<file path="config.mk">
export PLATFORM = sky130hd
export DESIGN_NAME = voice_allocator_with_expiry
export DESIGN_NICKNAME = d
export VERILOG_FILES = /design/src/vae_pkg.sv /design/src/voice_allocator_with_expiry.sv
export SDC_FILE = /design/constraint.sdc
export NUM_CORES = 2
export LEC_CHECK = 0
export BUFFER_PORTS_ARGS = -buffer_cell sky130_fd_sc_hd__buf_2
export CORE_MARGIN = 5
export CORE_UTILIZATION = 60
export DETAILED_ROUTE_END_ITERATION = 12
export PLACE_DENSITY = 0.82
export RECOVER_POWER = 25
export SLEW_MARGIN = 0
export SYNTH_ARGS = -nofsm -noshare
export SYNTH_HDL_FRONTEND = slang
export SYNTH_SLANG_ARGS = --single-unit
</file>
<file path="constraint.sdc">
create_clock -name clk_i -period 9.7 [get_ports clk_i]
set_clock_uncertainty 0.1 [all_clocks]
set_input_delay 0.485 -clock clk_i [delete_from_list [all_inputs] [get_ports clk_i]]
set_output_delay 0.485 -clock clk_i [all_outputs]
set_load 0.005 [all_outputs]
</file>
<file path="src/vae_pkg.sv">
// Shared constants and types for the voice allocator with expiry.
`default_nettype none

package vae_pkg;

  // Request codes carried on func
  typedef enum logic [1:0] {
    FUNC_TICK  = 2'd0,
    FUNC_PLAY  = 2'd1,
    FUNC_STOP  = 2'd2,
    FUNC_QUERY = 2'd3
  } func_e;

  // Parameter defaults
  localparam int unsigned VOICES_DEF     = 16;
  localparam int unsigned SLOT_LIMIT_DEF = 256;

  // Fixed field widths
  localparam int unsigned FRAME_W   = 32;
  localparam int unsigned HANDLE_W  = 8;
  localparam int unsigned PITCH_W   = 16;
  localparam int unsigned SAMPLE_W  = 24;
  localparam int unsigned MASK_W    = 16;
  localparam int unsigned VOUT_W    = 4;

  // Duration arithmetic constants
  localparam int unsigned BASE_RATE    = 22050;
  localparam int unsigned PITCH_SHIFT  = 12;      // pitch 4096 is the base rate
  localparam int unsigned MS_PER_S     = 1000;
  localparam int unsigned FRAMES_PER_S = 60;
  localparam int unsigned FRAME_GCD    = 20;
  localparam int unsigned FRAME_MUL    = FRAMES_PER_S / FRAME_GCD;
  localparam int unsigned FRAME_DIV    = MS_PER_S / FRAME_GCD;
  localparam int unsigned EXTRA_FRAMES   = 10;
  localparam int unsigned DEFAULT_FRAMES = 120;
  localparam logic [FRAME_W-1:0] DUR_MAX = '1;

  // Datapath widths of the shared divider
  localparam int unsigned PROD_W = PITCH_W + 15;            // pitch * 22050
  localparam int unsigned RATE_W = PROD_W - PITCH_SHIFT;    // rate in Hz
  localparam int unsigned NUM_W  = SAMPLE_W + 10;           // samples * 1000
  localparam int unsigned DIV_W  = NUM_W;                   // ms quotient bits
  localparam int unsigned DCNT_W = $clog2(DIV_W);

  // Scale ms to frames as (ms * RECIP) >> RECIP_SHIFT, exact for every ms below 2^32
  localparam int unsigned MS_W        = 32;                 // a nonzero rate is at least 5
  localparam int unsigned RECIP_SHIFT = 38;
  localparam int unsigned RECIP_W     = 34;
  localparam int unsigned RECIP_LO_W  = 17;                 // multiplier taken in two halves
  localparam logic [RECIP_W-1:0] RECIP =
    RECIP_W'(((64'(FRAME_MUL) << RECIP_SHIFT) + 64'(FRAME_DIV) - 64'd1) / 64'(FRAME_DIV));
  localparam int unsigned MPROD_W = MS_W + RECIP_LO_W;      // one partial product
  localparam int unsigned MSUM_W  = MPROD_W + RECIP_LO_W;   // full ms * RECIP

endpackage

`default_nettype wire

</file>
<file path="src/voice_allocator_with_expiry.sv">
// Top level: voice allocator with expiry, sequencer around one shared divider.
//
// Usage: drive a request on the input ports and raise start while busy is low;
// the request is taken at that clock edge. Each request gives exactly one
// result beat, shown for one cycle with done_o high; the receiver cannot stall
// and must take it then.
// Path from accept to the done_o cycle:
//   stop, query, failed play, play with invalid header: answered from idle.
//   play with zero rate: a multiply stage and a load stage.
//   tick: a scan of all voices, one voice compared per cycle.
//   play with valid header: a multiply and a load stage, then one pass
//   through the one-bit-per-cycle restoring divider (samples*1000 by
//   rate), then two reciprocal partial products plus a sum stage.
// busy is high while the sequencer is out of idle, up to the result beat;
// requests answered from idle never raise it. A new request can be taken
// in the cycle that shows the result.
// Reset clears the frame counter, all busy flags and the sequencer; handle,
// start and duration stores are written on play and need no clearing.
`default_nettype none

module voice_allocator_with_expiry #(
  parameter int unsigned VOICES     = vae_pkg::VOICES_DEF,
  parameter int unsigned SLOT_LIMIT = vae_pkg::SLOT_LIMIT_DEF
) (
  input  wire logic        clk_i,
  input  wire logic        rst_ni,
  input  wire logic        start,
  output logic             busy,
  input  wire logic [1:0]  func_i,
  input  wire logic [7:0]  sound_slot_i,
  input  wire logic        slot_loaded_i,
  input  wire logic        header_valid_i,
  input  wire logic [15:0] pitch_i,
  input  wire logic [23:0] sample_count_i,
  input  wire logic [7:0]  hw_voice_i,
  input  wire logic        hw_voice_ok_i,
  input  wire logic [4:0]  voice_index_i,
  input  wire logic [15:0] streaming_mask_i,
  output logic             done_o,
  output logic             ok_o,
  output logic [3:0]       voice_out_o,
  output logic [7:0]       hw_voice_out_o,
  output logic             silence_o,
  output logic [15:0]      expired_mask_o
);

  localparam int unsigned VW     = (VOICES > 1) ? $clog2(VOICES) : 1;
  localparam int unsigned FRAME_W = vae_pkg::FRAME_W;
  localparam int unsigned RATE_W  = vae_pkg::RATE_W;
  localparam int unsigned DIV_W   = vae_pkg::DIV_W;
  localparam int unsigned DCNT_W  = vae_pkg::DCNT_W;
  localparam int unsigned PROD_W  = vae_pkg::PROD_W;
  localparam int unsigned NUM_W   = vae_pkg::NUM_W;
  localparam int unsigned MS_W    = vae_pkg::MS_W;
  localparam int unsigned RECIP_W = vae_pkg::RECIP_W;
  localparam int unsigned RECIP_LO_W = vae_pkg::RECIP_LO_W;
  localparam int unsigned MPROD_W = vae_pkg::MPROD_W;
  localparam int unsigned MSUM_W  = vae_pkg::MSUM_W;
  localparam logic [RECIP_W-1:0] RECIP = vae_pkg::RECIP;
  localparam logic [FRAME_W-1:0] DUR_MAX_C = vae_pkg::DUR_MAX;

  localparam logic [2:0] ST_IDLE = 3'd0;
  localparam logic [2:0] ST_SCAN = 3'd1;
  localparam logic [2:0] ST_RATE = 3'd2;
  localparam logic [2:0] ST_LOAD = 3'd3;
  localparam logic [2:0] ST_DIV1 = 3'd4;
  localparam logic [2:0] ST_MULH = 3'd5;
  localparam logic [2:0] ST_MULL = 3'd6;
  localparam logic [2:0] ST_SUM  = 3'd7;

  // Control state
  logic [2:0]          state_q, state_d;
  logic [FRAME_W-1:0]  frame_q, frame_d;
  logic [VOICES-1:0]   busy_q, busy_d;
  logic [VW-1:0]       found_q, found_d;
  logic [VW-1:0]       cnt_q, cnt_d;
  logic [VOICES-1:0]   smask_q, smask_d;
  logic [VOICES-1:0]   emask_q, emask_d;
  logic                done_q, done_d;
  logic                ok_q, ok_d;
  logic [3:0]          vout_q, vout_d;
  logic [7:0]          hout_q, hout_d;
  logic                sil_q, sil_d;

  // Datapath registers
  logic [15:0]         pitch_q, pitch_d;
  logic [23:0]         samples_q, samples_d;
  logic [RATE_W-1:0]   rate_q, rate_d;
  logic [RATE_W-1:0]   div_rem_q, div_rem_d;
  logic [RATE_W-1:0]   div_den_q, div_den_d;
  logic [DIV_W-1:0]    div_quo_q, div_quo_d;
  logic [DCNT_W-1:0]   div_cnt_q, div_cnt_d;
  logic [MPROD_W-1:0]  prod_hi_q, prod_hi_d;
  logic [MPROD_W-1:0]  prod_lo_q, prod_lo_d;

  // Per-voice stores, written on play only
  logic [7:0]          handle_q [VOICES];
  logic [FRAME_W-1:0]  start_q  [VOICES];
  logic [FRAME_W-1:0]  dur_q    [VOICES];

  // Combinational helpers
  logic                accept;
  logic                free_any;
  logic [VW-1:0]       free_idx;
  logic                play_ok;
  logic                vidx_ok;
  logic [VW-1:0]       vidx;
  logic                hit;
  logic                dur_we;
  logic [VW-1:0]       dur_idx;
  logic [FRAME_W-1:0]  dur_wdata;
  logic [FRAME_W-1:0]  elapsed;
  logic                expire_hit;
  logic [PROD_W-1:0]   rate_prod;
  logic [NUM_W-1:0]    num_prod;
  logic [RATE_W:0]     step_shift;
  logic                step_ge;
  logic [RATE_W-1:0]   step_rem;
  logic [DIV_W-1:0]    step_quo;
  logic [MS_W-1:0]     ms;
  logic [RECIP_LO_W-1:0] mul_k;
  logic [MPROD_W-1:0]  mul_res;
  logic [MSUM_W-1:0]   scaled;
  logic [FRAME_W:0]    frames_sum;

  assign accept = start && (state_q == ST_IDLE);

  // Find the lowest free voice
  always_comb begin
    free_any = 1'b0;
    free_idx = '0;
    for (int c = VOICES - 1; c >= 0; c--) begin
      if (!busy_q[c]) begin
        free_any = 1'b1;
        free_idx = VW'(c);
      end
    end
  end

  assign play_ok = (9'(sound_slot_i) < 9'(SLOT_LIMIT)) && slot_loaded_i && free_any &&
                   hw_voice_ok_i;
  assign vidx_ok = (6'(voice_index_i) < 6'(VOICES));
  assign vidx    = voice_index_i[VW-1:0];
  assign hit     = vidx_ok && busy_q[vidx];

  // Expiry compare for the voice under scan
  assign elapsed    = frame_q - start_q[cnt_q];
  assign expire_hit = busy_q[cnt_q] && !smask_q[cnt_q] && (elapsed >= dur_q[cnt_q]);

  // Multiplies, one per stage
  assign rate_prod = PROD_W'(pitch_q) * PROD_W'(vae_pkg::BASE_RATE);
  assign num_prod  = NUM_W'(samples_q) * NUM_W'(vae_pkg::MS_PER_S);

  // Shared divider: one restoring step per cycle
  assign step_shift = {div_rem_q, div_quo_q[DIV_W-1]};
  assign step_ge    = (step_shift >= {1'b0, div_den_q});
  assign step_rem   = step_ge ? RATE_W'(step_shift - {1'b0, div_den_q})
                              : step_shift[RATE_W-1:0];
  assign step_quo   = {div_quo_q[DIV_W-2:0], step_ge};

  // Scale ms to frames by the reciprocal, upper half then lower half
  assign ms         = div_quo_q[MS_W-1:0];
  assign mul_k      = (state_q == ST_MULH) ? RECIP[RECIP_W-1:RECIP_LO_W]
                                           : RECIP[RECIP_LO_W-1:0];
  assign mul_res    = MPROD_W'(ms) * MPROD_W'(mul_k);
  assign scaled     = {prod_hi_q, {RECIP_LO_W{1'b0}}} + MSUM_W'(prod_lo_q);
  assign frames_sum = (FRAME_W+1)'(scaled[MSUM_W-1:vae_pkg::RECIP_SHIFT]) +
                      (FRAME_W+1)'(vae_pkg::EXTRA_FRAMES);

  // Sequencer and next state
  always_comb begin
    state_d   = state_q;
    frame_d   = frame_q;
    busy_d    = busy_q;
    found_d   = found_q;
    cnt_d     = cnt_q;
    smask_d   = smask_q;
    emask_d   = emask_q;
    done_d    = 1'b0;
    ok_d      = ok_q;
    vout_d    = vout_q;
    hout_d    = hout_q;
    sil_d     = sil_q;
    pitch_d   = pitch_q;
    samples_d = samples_q;
    rate_d    = rate_q;
    div_rem_d = div_rem_q;
    div_den_d = div_den_q;
    div_quo_d = div_quo_q;
    div_cnt_d = div_cnt_q;
    prod_hi_d = prod_hi_q;
    prod_lo_d = prod_lo_q;
    dur_we    = 1'b0;
    dur_idx   = found_q;
    dur_wdata = DUR_MAX_C;

    unique case (state_q)
      ST_IDLE: begin
        if (start) begin
          emask_d = '0;
          ok_d    = 1'b0;
          vout_d  = '0;
          hout_d  = '0;
          sil_d   = 1'b0;
          case (vae_pkg::func_e'(func_i))
            vae_pkg::FUNC_TICK: begin
              frame_d = frame_q + 1'b1;
              smask_d = streaming_mask_i[VOICES-1:0];
              cnt_d   = '0;
              state_d = ST_SCAN;
            end
            vae_pkg::FUNC_PLAY: begin
              if (play_ok) begin
                busy_d[free_idx] = 1'b1;
                found_d = free_idx;
                ok_d    = 1'b1;
                vout_d  = 4'(free_idx);
                if (header_valid_i) begin
                  pitch_d   = pitch_i;
                  samples_d = sample_count_i;
                  state_d   = ST_RATE;
                end else begin
                  dur_we    = 1'b1;
                  dur_idx   = free_idx;
                  dur_wdata = FRAME_W'(vae_pkg::DEFAULT_FRAMES);
                  done_d    = 1'b1;
                end
              end else begin
                done_d = 1'b1;
              end
            end
            vae_pkg::FUNC_STOP: begin
              if (hit) begin
                ok_d         = 1'b1;
                sil_d        = 1'b1;
                hout_d       = handle_q[vidx];
                busy_d[vidx] = 1'b0;
              end
              done_d = 1'b1;
            end
            default: begin
              if (hit) begin
                ok_d   = 1'b1;
                hout_d = handle_q[vidx];
              end
              done_d = 1'b1;
            end
          endcase
        end
      end
      ST_SCAN: begin
        if (expire_hit) begin
          busy_d[cnt_q]  = 1'b0;
          emask_d[cnt_q] = 1'b1;
        end
        if (cnt_q == VW'(VOICES - 1)) begin
          ok_d    = 1'b1;
          done_d  = 1'b1;
          state_d = ST_IDLE;
        end else begin
          cnt_d = cnt_q + 1'b1;
        end
      end
      ST_RATE: begin
        rate_d  = rate_prod[PROD_W-1:vae_pkg::PITCH_SHIFT];
        state_d = ST_LOAD;
      end
      ST_LOAD: begin
        if (rate_q == '0) begin
          // zero rate saturates the duration
          dur_we    = 1'b1;
          dur_wdata = DUR_MAX_C;
          done_d    = 1'b1;
          state_d   = ST_IDLE;
        end else begin
          div_quo_d = DIV_W'(num_prod);
          div_den_d = rate_q;
          div_rem_d = '0;
          div_cnt_d = DCNT_W'(DIV_W - 1);
          state_d   = ST_DIV1;
        end
      end
      ST_DIV1: begin
        div_rem_d = step_rem;
        div_quo_d = step_quo;
        div_cnt_d = div_cnt_q - 1'b1;
        if (div_cnt_q == '0) begin
          // hold ms in the quotient for the scaling stages
          state_d = ST_MULH;
        end
      end
      ST_MULH: begin
        prod_hi_d = mul_res;
        state_d   = ST_MULL;
      end
      ST_MULL: begin
        prod_lo_d = mul_res;
        state_d   = ST_SUM;
      end
      ST_SUM: begin
        dur_we    = 1'b1;
        dur_wdata = (frames_sum > (FRAME_W+1)'(DUR_MAX_C)) ? DUR_MAX_C
                                                             : frames_sum[FRAME_W-1:0];
        done_d    = 1'b1;
        state_d   = ST_IDLE;
      end
      default: begin
        state_d = ST_IDLE;
      end
    endcase
  end

  // Control registers
  always_ff @(posedge clk_i or negedge rst_ni) begin
    if (!rst_ni) begin
      state_q <= ST_IDLE;
      frame_q <= '0;
      busy_q  <= '0;
      done_q  <= 1'b0;
    end else begin
      state_q <= state_d;
      frame_q <= frame_d;
      busy_q  <= busy_d;
      done_q  <= done_d;
    end
  end

  // Payload registers
  always_ff @(posedge clk_i) begin
    found_q   <= found_d;
    cnt_q     <= cnt_d;
    smask_q   <= smask_d;
    emask_q   <= emask_d;
    ok_q      <= ok_d;
    vout_q    <= vout_d;
    hout_q    <= hout_d;
    sil_q     <= sil_d;
    pitch_q   <= pitch_d;
    samples_q <= samples_d;
    rate_q    <= rate_d;
    div_rem_q <= div_rem_d;
    div_den_q <= div_den_d;
    div_quo_q <= div_quo_d;
    div_cnt_q <= div_cnt_d;
    prod_hi_q <= prod_hi_d;
    prod_lo_q <= prod_lo_d;
  end

  // Per-voice stores
  always_ff @(posedge clk_i) begin
    if (accept && (vae_pkg::func_e'(func_i) == vae_pkg::FUNC_PLAY) && play_ok) begin
      handle_q[free_idx] <= hw_voice_i;
      start_q[free_idx]  <= frame_q;
    end
    if (dur_we) begin
      dur_q[dur_idx] <= dur_wdata;
    end
  end

  // Drive outputs
  assign busy           = (state_q != ST_IDLE);
  assign done_o         = done_q;
  assign ok_o           = ok_q;
  assign voice_out_o    = vout_q;
  assign hw_voice_out_o = hout_q;
  assign silence_o      = sil_q;
  assign expired_mask_o = 16'(emask_q);

  // Checks
  a_done_idle: assert property (@(posedge clk_i) disable iff (!rst_ni)
    done_o |-> !busy)
    else $error("result beat while sequencer still active");

  a_accept_resp: assert property (@(posedge clk_i) disable iff (!rst_ni)
    (start && !busy) |=> (busy || done_o))
    else $error("accepted request produced neither work nor result");

  a_silence_ok: assert property (@(posedge clk_i) disable iff (!rst_ni)
    (done_o && silence_o) |-> ok_o)
    else $error("silence reported on a failed stop");

  a_div_rem: assert property (@(posedge clk_i) disable iff (!rst_ni)
    (state_q == ST_DIV1) |-> (div_rem_q < div_den_q))
    else $error("divider remainder not below divisor");

endmodule

`default_nettype wire

</file>
==> flow_metrics.py <==
metrics = {
    "timing": {
        "fin_setup_tns_ns": 0,
        "fin_crit_ns": 8.78,
        "worst_pin_slew_ns": 3.68,
        "slew_viol_final": 53,
        "finalSetupViolations": 0,
        "fmax_mhz": 114,
        "hold_violations": 0,
        "period_share_pct": 90.5,
        "grt_setup_unrepaired": "no",
        "slew_headroom_pct": -145,
    },
    "drt": {
        "drt_iter0_drc": 5275,
        "ant_nets": 0,
        "vias": 47200,
        "via_per_inst": 6.35,
        "wl_per_cell_um": 25.6,
        "drc": 0,
        "wl_um": 190000,
        "drt_pass1_iterations": 6,
    },
    "synth": {
        "synth_flop_cell": "edfxtp_1",
        "ys_warn_count": 0,
        "synth_top_area_share_pct": 52.5,
        "postSynthCellCount": 5330,
        "synth_area_leaders": "edfxtp_1, fa_1, mux4_2",
        "synth_edf_count": 1392,
        "yosys.area.top_type": "edfxtp_1",
        "synthArstFlopShare_pct": 3.59,
        "synthTopCellsByCount": "edfxtp_1, inv_1, ha_1",
        "synth.avg_cell_area_um2": 14.9,
        "ys_types": 88,
        "synth_most_common_cell": "edfxtp_1",
        "seq_area_frac_synth_pct": 54.2,
        "ys_ff_latch": 1448,
        "netlist_area_um2": 79700,
    },
    "worst_setup_path": {
        "cpMostUsedCell": "o21a_1",
        "critPathTopFamily": "compound AO/OA/AOI/OAI gates",
        "start_kind": "flop",
        "critical-path-slowest-cell": "dfxtp_4",
        "cp_max_fo": 46,
        "cp.depth": 23,
        "end_kind": "flop",
        "critical_path_buf_inv_count": 1,
        "cpPeakStageDelay_ns": 0.99,
        "arrival_ns": 9.30,
        "cp_cell_sequence": "mux4_2, mux4_2, inv_1, ha_1, nor2b_1, o21a_1, o21ai_0, a21oi_1, o21a_1, a221oi_1, a21oi_1, a21boi_0, o21a_1, o21ai_0, xor2_1, ha_1, nand4_1, nor4_1, nand2_1, o211ai_1, a31oi_2, nor2_1, a2bb2oi_1",
        "worstPathRequired_ns": 10.22,
        "critical_path_class": "reg -> reg",
        "worst-r2r-cell-count": 23,
    },
    "grt": {
        "grt_use_total_pct": 27.5,
        "antenna_found_initial": 1,
        "grt_max_degree": 62,
        "grt_first_pass_wirelength_um": 294000,
        "grt_pass1_vias": 49300,
        "grt.overflow.total": 0,
    },
    "placed_design": {
        "gp_congestion": 0.916,
        "dpl-instance-area_um2": 82700,
        "place_hpwl_um": 117000,
        "port_buffers": 108,
    },
    "hold_path": {
        "min_path_type": "in -> reg",
        "min_path_cells": 3,
    },
    "clocking": {
        "h-tree-depth": 4,
        "numCtsBuffers": 146,
        "cts_buffer_depth": 3,
        "path_clk_slew_ns": 0.06,
        "root_buffer": "clkbuf_16",
        "insertion_delay_ns": 0.78,
        "cts_resized": 0,
        "cts_tree": "built",
        "clock-sinks": 1448,
    },
    "finish": {
        "fin_area_um2": 88100,
        "final_util_pct": 66.8,
        "drive_gt1_share_pct": 14.7,
        "area_growth_pct": 10.5,
        "nets": 6593,
    },
    "outcome": {
        "outcome": "finished, violations left",
        "violations": "capacitance limit, slew limit",
    },
    "job": {
        "cap_viol_max_count": 1,
    },
    "floorplan": {
        "fp.dieArea_um2": 140000,
        "start_util_pct": 60.5,
        "design.core.area_um2": 132000,
        "io_pins": 117,
        "die_w_um": 374,
        "rows": 133,
        "fp.dieH_um": 374,
    },
}
placed cells by master, fill, tap and decap left out, types with 24 or more instances in the layout:
master / instances
clkbuf_16: 148
xnor2_1: 135
a21oi_1: 190
mux4_2: 356
nor2_1: 215
o21ai_0: 123
nor3_1: 47
a211oi_1: 26
fa_1: 438
xor2_1: 70
ha_1: 508
nand2b_1: 24
clkinv_2: 29
nand3_1: 84
and3_1: 33
nor2_4: 32
dfrtp_1: 52
nand4_1: 34
buf_4: 68
clkbuf_1: 39
buf_2: 90
a21o_1: 76
nand2_1: 310
conb_1: 32
nor2b_1: 37
edfxtp_1: 1392
inv_1: 625
dlygate4sd3_1: 65
worst min-delay path, delay by kind of cell:
kind / cells / cell delay (ns)
buffers and inverters: 1 / 0.17
AOI/OAI and AO/OA: 1 / 0.14
and+or+nand+nor: 1 / 0.08
metrics by stage:
step / instances / worst slack (ns) / hold WS [ns]
floorplan: 5360 / 1.23 / 0.0894
global placement: 7104 / 1.58 / 0.346
detailed placement: 7104 / 1.47 / 0.351
CTS: 7430 / 1.26 / 0.0162
global route: 7430 / 0.618 / 0.0685
finish: 7431 / 0.924 / 0.0693
layout make-up:
cell class	instances	area, um2
fillers	8531	43700
flip-flops and latches	1448	43200
multi-input cells	3097	33900
clock buffers	169	3790
inverters	626	2350
well taps	1755	2200
repair buffers	243	1700
clock inverters	92	983
diodes	1	2.50
final timing paths:
path	from	to	slack (ns)
max	flop	busy_q[2]$_DFFE_PN0P_	0.92
min	header_valid_i	done_o$_DFF_PN0_	0.07
max reg2reg	flop	busy_q[2]$_DFFE_PN0P_	0.92
min reg2reg	rate_q[5]$_DFFE_PP_	div_den_q[5]$_DFFE_PP_	0.35
max in group asynchronous	rst_ni	frame_q[0]$_DFFE_PN0P_	5.86
min in group asynchronous	rst_ni	frame_q[30]$_DFFE_PN0P_	1.49
flip-flops by register name (all words and copies together) (netlist names), 3 cells and up, named ones only:
signal	flops
busy_q	16
state_q	3
prod_hi_q	49
div_den_q	19
div_rem_q	19
pitch_q	16
dur_q	480
cnt_q	4
smask_q	16
div_cnt_q	6
hw_voice_out_o	8
start_q	512
voice_out_o	4
samples_q	24
frame_q	32
rate_q	19
div_quo_q	34
handle_q	128
prod_lo_q	32
found_q	4
expired_mask_o	16
what timing repair did:
action	4_1_cts	5_1_grt
buffers inserted	0	0
hold endpoints to repair	236	0
hold buffers	65	0
layer usage:
layer	up-vias	track usage, %	wire length, um
met1	23700	37.1	69800
met4	0	9.44	7080
met2	2947	45.9	94700
met5	-	0	0
li1	20000	-	-
met3	516	4.83	18800
cell families (layout without fill, tap and decap cells):
group | Yosys count | after routing | synth area share (%)
xor gates and xnor gates | 205 | 205 | 2.25
buffers and inverters | 815 | 1130 | 3.85
and+or+nand+nor | 918 | 918 | 5.39
DFF | 1448 | 1448 | 54.2
AOI/OAI and AO/OA | 620 | 620 | 4.99
muxes | 376 | 376 | 10.3
other | 2 | 33 | 0.00943
adders and majority gates | 946 | 946 | 19.0
Power is not shown: default switching activity piles up to over one toggle a cycle in this logic, so the estimate is an artifact.
